File: src/rtl/core/sorted_list_match_scorer_assert.svh
// ----------------------------------------------------------------------------
// sorted_list_match_scorer_assert.svh
// Assertion macros for the match scorer. Define NO_ASSERTIONS to drop them.
// ----------------------------------------------------------------------------
`ifndef SORTED_LIST_MATCH_SCORER_ASSERT_SVH
`define SORTED_LIST_MATCH_SCORER_ASSERT_SVH

`ifndef NO_ASSERTIONS
// invariant that holds at every edge out of reset
`define SLMS_ASSERT_HOLDS(lbl, clk, rst_n, c) \
	lbl: assert property (@(posedge clk) disable iff (!rst_n) (c)) \
		else $error("slms: invariant violated");
// same-cycle implication
`define SLMS_ASSERT_IMPL(lbl, clk, rst_n, a, c) \
	lbl: assert property (@(posedge clk) disable iff (!rst_n) (a) |-> (c)) \
		else $error("slms: implication violated");
// next-cycle implication
`define SLMS_ASSERT_NEXT(lbl, clk, rst_n, a, c) \
	lbl: assert property (@(posedge clk) disable iff (!rst_n) (a) |=> (c)) \
		else $error("slms: next-cycle check violated");
`else
`define SLMS_ASSERT_HOLDS(lbl, clk, rst_n, c)
`define SLMS_ASSERT_IMPL(lbl, clk, rst_n, a, c)
`define SLMS_ASSERT_NEXT(lbl, clk, rst_n, a, c)
`endif

`endif

File: src/rtl/core/slms_pkg.sv
// ----------------------------------------------------------------------------
// slms_pkg
// Shared widths, commands and types of the sorted list match scorer.
// ----------------------------------------------------------------------------
package slms_pkg;

	localparam int unsigned CMD_W       = 2;
	localparam int unsigned VAL_W       = 32;
	localparam int unsigned CNT_W       = 11;
	localparam int unsigned CAND_W      = 16;
	localparam int unsigned DIV_CNT_W   = $clog2(VAL_W + 1);
	localparam int unsigned MAX_REF_DEF = 1024;

	localparam logic [VAL_W-1:0]  QSTEP_RST = 32'h0001_0000;
	localparam logic [CAND_W-1:0] CAND_MAX  = 16'hFFFF;

	localparam logic [CMD_W-1:0] CMD_CLEAR  = 2'd0;
	localparam logic [CMD_W-1:0] CMD_APPEND = 2'd1;
	localparam logic [CMD_W-1:0] CMD_CAND   = 2'd2;

	typedef struct packed {
		logic busy;
		logic done;
	} div_stat_t;

endpackage

File: src/rtl/core/slms_div.sv
// ----------------------------------------------------------------------------
// slms_div
// Restoring radix-2 divider, one quotient bit per cycle. A zero divisor
// yields an all-ones quotient.
// ----------------------------------------------------------------------------
module slms_div (
	input  logic                        clk,
	input  logic                        arst_n,
	input  logic                        start,
	input  logic [slms_pkg::VAL_W-1:0]  dividend,
	input  logic [slms_pkg::VAL_W-1:0]  divisor,
	output logic [slms_pkg::VAL_W-1:0]  quotient,
	output slms_pkg::div_stat_t         stat
);

	localparam int unsigned W  = slms_pkg::VAL_W;
	localparam int unsigned CW = slms_pkg::DIV_CNT_W;

	logic [W-1:0]  rem_q;
	logic [W-1:0]  quo_q;
	logic [W-1:0]  dvs_q;
	logic [CW-1:0] cnt_q;
	logic          done_q;
	logic [W:0]    trial;
	logic [W:0]    diff;
	logic          ge;

	assign trial = {rem_q, quo_q[W-1]};
	assign diff  = trial - {1'b0, dvs_q};
	assign ge    = (trial >= {1'b0, dvs_q});

	always_ff @(posedge clk or negedge arst_n) begin
		if (!arst_n) begin
			cnt_q  <= '0;
			done_q <= 1'b0;
		end else begin
			done_q <= 1'b0;
			if (start) begin
				cnt_q <= CW'(W);
			end else if (cnt_q != '0) begin
				cnt_q  <= cnt_q - CW'(1);
				done_q <= (cnt_q == CW'(1));
			end
		end
	end

	always_ff @(posedge clk) begin
		if (start) begin
			rem_q <= '0;
			quo_q <= dividend;
			dvs_q <= divisor;
		end else if (cnt_q != '0) begin
			rem_q <= ge ? diff[W-1:0] : trial[W-1:0];
			quo_q <= {quo_q[W-2:0], ge};
		end
	end

	assign quotient  = quo_q;
	assign stat.busy = (cnt_q != '0);
	assign stat.done = done_q;

endmodule

File: config.mk
export PLATFORM = sky130hd
export DESIGN_NAME = slms_div
export DESIGN_NICKNAME = d
export VERILOG_FILES = /design/src/rtl/core/sorted_list_match_scorer_assert.svh /design/src/rtl/core/slms_pkg.sv /design/src/rtl/core/slms_div.sv
export SDC_FILE = /design/constraint.sdc
export NUM_CORES = 1
export LEC_CHECK = 0
export BUFFER_PORTS_ARGS = -buffer_cell sky130_fd_sc_hd__buf_4
export CORE_UTILIZATION = 51
export DETAILED_ROUTE_END_ITERATION = 8
export PLACE_DENSITY = 0.88
export REMOVE_ABC_BUFFERS = 1
export SYNTH_ARGS = -nofsm -noshare
export SYNTH_HDL_FRONTEND = slang
export SYNTH_SLANG_ARGS = --single-unit
File: constraint.sdc
create_clock -name clk -period 2.7 [get_ports clk]
set_clock_uncertainty 0.15 [all_clocks]
set_input_delay 0.81 -clock clk [delete_from_list [all_inputs] [get_ports clk]]
set_output_delay 0.81 -clock clk [all_outputs]
set_load 0.03 [all_outputs]
==> flow_metrics.env <==
export IMPL_status="complete, but fails checks"
export IMPL_violations="setup timing"
export IMPL_synth_cell_area_sq_mm=0.00601
export IMPL_power_leakage_nw=3.81
export IMPL_grt_pass1_vias=5631
export IMPL_diodes=0
export IMPL_design_area_sq_mm=0.00859
export IMPL_holdBufCountCts=0
export IMPL_numClockSinks=103
export IMPL_portBuffers=100
export IMPL_core_area_sq_mm=0.0115
export IMPL_timing_rr_end="rem_q[30]$_SDFFE_PP0P_"
export IMPL_hold_viol=0
export IMPL_drc=0
export IMPL_routed_via_density=6.20
export IMPL_dr_pass1_iters=5
export IMPL_synth_top_area_share_pct=32.0
export IMPL_slew_headroom_pct=64.0
export IMPL_yosysTopAreaCell="edfxtp_1"
export IMPL_hpwl_um=11300
export IMPL_yosysUniqueCellTypes=72
export IMPL_worstPathMaxFanout=8
export IMPL_required_ns=2.80
export IMPL_slew_violations=0
export IMPL_grt_max_degree=51
export IMPL_initial_utilization_pct=52.4
export IMPL_yosys_most_used_dff="edfxtp_1"
export IMPL_synthArstFlopShare_pct=6.80
export IMPL_grt_overflow=0
export IMPL_worst_slack_ns=-0.210
export IMPL_die_w_um=111
export IMPL_post_drt_wl_per_cell_um=20.3
export IMPL_whs_ns=0.0870
export IMPL_power_density_mw_per_mm2=1050
export IMPL_finish_net_count=864
export IMPL_clock_path_buffers=2
export IMPL_dpl_cell_area_sq_mm=0.00743
export IMPL_wirelength_um=18500
export IMPL_cp_end_kind="register"
export IMPL_routabilityCongestion=0.876
export IMPL_yosys_register_bits=103
export IMPL_ctsRootBufferMaster="clkbuf_16"
export IMPL_startpoint_type="register"
export IMPL_synthMostInstantiatedCell="edfxtp_1"
export IMPL_grt_first_pass_wirelength_um=26900
export IMPL_final_util_pct=74.9
export IMPL_num_io_pins=101
export IMPL_hold_path_class="input pin to async pin"
export IMPL_arrival_ns=3.01
export IMPL_worst_pin_slew_ns=0.538
export IMPL_critPathKind="register to register"
export IMPL_grt_usage_pct=27.5
export IMPL_synthTopCellsByCount="edfxtp_1, nor2_1, nand2_1, inv_1, ha_1"
export IMPL_worstReg2RegStart="dvs_q[19]$_DFFE_PP_"
export IMPL_die_h_um=111
export IMPL_syn_inst=574
export IMPL_cts_max_level=3
export IMPL_max_freq_ghz=0.344
export IMPL_maxCapViolations=0
export IMPL_cts_tree="yes"
export IMPL_rrSetupSlack_ns=-0.21
export IMPL_synth_avg_cell_area_sq_um=10.5
export IMPL_dieArea_sq_mm=0.0122
export IMPL_setup_tns_ns=-2.86
export IMPL_syn2layout_area_growth_pct=42.8
export IMPL_path_clk_slew_ns=0.08
export IMPL_setup_violations=32
export IMPL_rsz0062_at_grt="yes"
export IMPL_synth_edff_count=64
export IMPL_reg2regPathDepth=10
export IMPL_vias=5642
export IMPL_ant_nets=0
export IMPL_min_period_over_period_pct=108
export IMPL_core_rowCount=39
export IMPL_synth_seq_area_share_pct=45.5
export IMPL_antenna_found_initial=0
export IMPL_drive_above_1_share_pct=48.4
export IMPL_cts_buffers=9
export IMPL_ys_warn_count=0
export IMPL_ir_worst_vdd_uv=690
export IMPL_netlist_top_cells_area="edfxtp_1, dfxtp_1, ha_1"
export IMPL_min_period_ns=2.91
export IMPL_drtIter0Drc=475
export IMPL_clk_latency_ns=0.37
==> placed cells by master, fill, tap and decap left out, types with 11 or more instances in the layout <==
master,count
nand2_2,12
dfxtp_1,30
a21oi_2,15
clkbuf_16,11
ha_1,21
nor2_1,45
inv_1,39
a21oi_1,12
buf_4,189
xnor2_1,19
edfxtp_1,64
ha_4,12
a311oi_2,16
nand2_1,36
a21o_1,20
mux2_2,32
==> layer usage <==
layer	vias to the layer above	wire, um	global-route usage [%]	share of wire, %
met4	0	873	12.4	4.7
met5	-	0	0	0
li1	2470	-	-	-
met3	87	1610	8.23	8.7
met2	372	9170	47.5	50
met1	2713	6840	31.3	37
==> worst max-delay path, cell delays in order (launching register included) <==
cell      delay (ns)
edfxtp_1        0.42
inv_1           0.09
ha_2            0.32
a21oi_1         0.35
inv_1           0.10
a2111o_1        0.45
a31oi_4         0.23
o21ai_2         0.11
a221oi_2        0.25
xor2_1          0.25
o21ai_1         0.08
==> worst max-delay path by stage <==
stage                                      start                      to  slack, ns  depth (start not counted)
final                        dvs_q[19]$_DFFE_PP_  rem_q[30]$_SDFFE_PP0P_      -0.21                         10
after global routing         dvs_q[19]$_DFFE_PP_  rem_q[30]$_SDFFE_PP0P_      -0.37                         10
after CTS                 quotient[31]$_DFFE_PP_  rem_q[14]$_SDFFE_PP0P_      -0.08                         13
after detailed placement  quotient[31]$_DFFE_PP_  rem_q[24]$_SDFFE_PP0P_      -0.33                         12
after global placement    quotient[31]$_DFFE_PP_  rem_q[28]$_SDFFE_PP0P_      -0.22                         12
after floorplan           quotient[31]$_DFFE_PP_  rem_q[28]$_SDFFE_PP0P_      -0.32                         12
==> timing repair <==
| item | in CTS | in global routing |
|---|---|---|
| endpoints found under the setup margin | 33 | 33 |
| gates cloned | 1 | 1 |
| setup buffers | 7 | 13 |
| pin swaps | 25 | 52 |
| gates resized for setup | 71 | 66 |
==> registers in the layout (all words and copies together), names as in the netlist <==
name	flops
cnt_q	6
done_q	1
dvs_q	32
quotient	32
rem_q	32
==> stage by stage <==
| stage | power, mW | cells | setup slack, ns |
|---|---|---|---|
| floorplan | 4.73 | 550 | -0.320 |
| global placement | 6.12 | 872 | -0.219 |
| detailed placement | 6.28 | 872 | -0.330 |
| CTS | 8.15 | 896 | -0.0778 |
| global route | 9.33 | 910 | -0.368 |
| finish | 8.98 | 910 | -0.210 |
==> area by class of cell <==
type / count / area [sq um]
clock buffers: 11 / 254
clock inverters: 5 / 43.8
fillers: 663 / 2880
inverters: 44 / 165
multi-input cells: 403 / 3590
flip-flops and latches: 103 / 2740
well taps: 143 / 179
repair buffers: 201 / 1620
==> cell families after synthesis <==
| kind of cell | synth area share (%) |
|---|---|
| flops | 45.5 |
| simple gates | 13.8 |
| compound gates | 17.5 |
| fa+ha+maj | 7.41 |
| xor+xnor | 4.08 |
| buf+inv | 5.08 |
| mux | 6.66 |
==> power by group <==
| group | switching (mW) | total [mW] | internal, mW |
|---|---|---|---|
| registers | 0.313 | 2.39 | 2.08 |
| logic | 2.77 | 5.24 | 2.47 |
| clock network | 0.647 | 1.35 | 0.699 |
(Power assumes the default switching activity.)
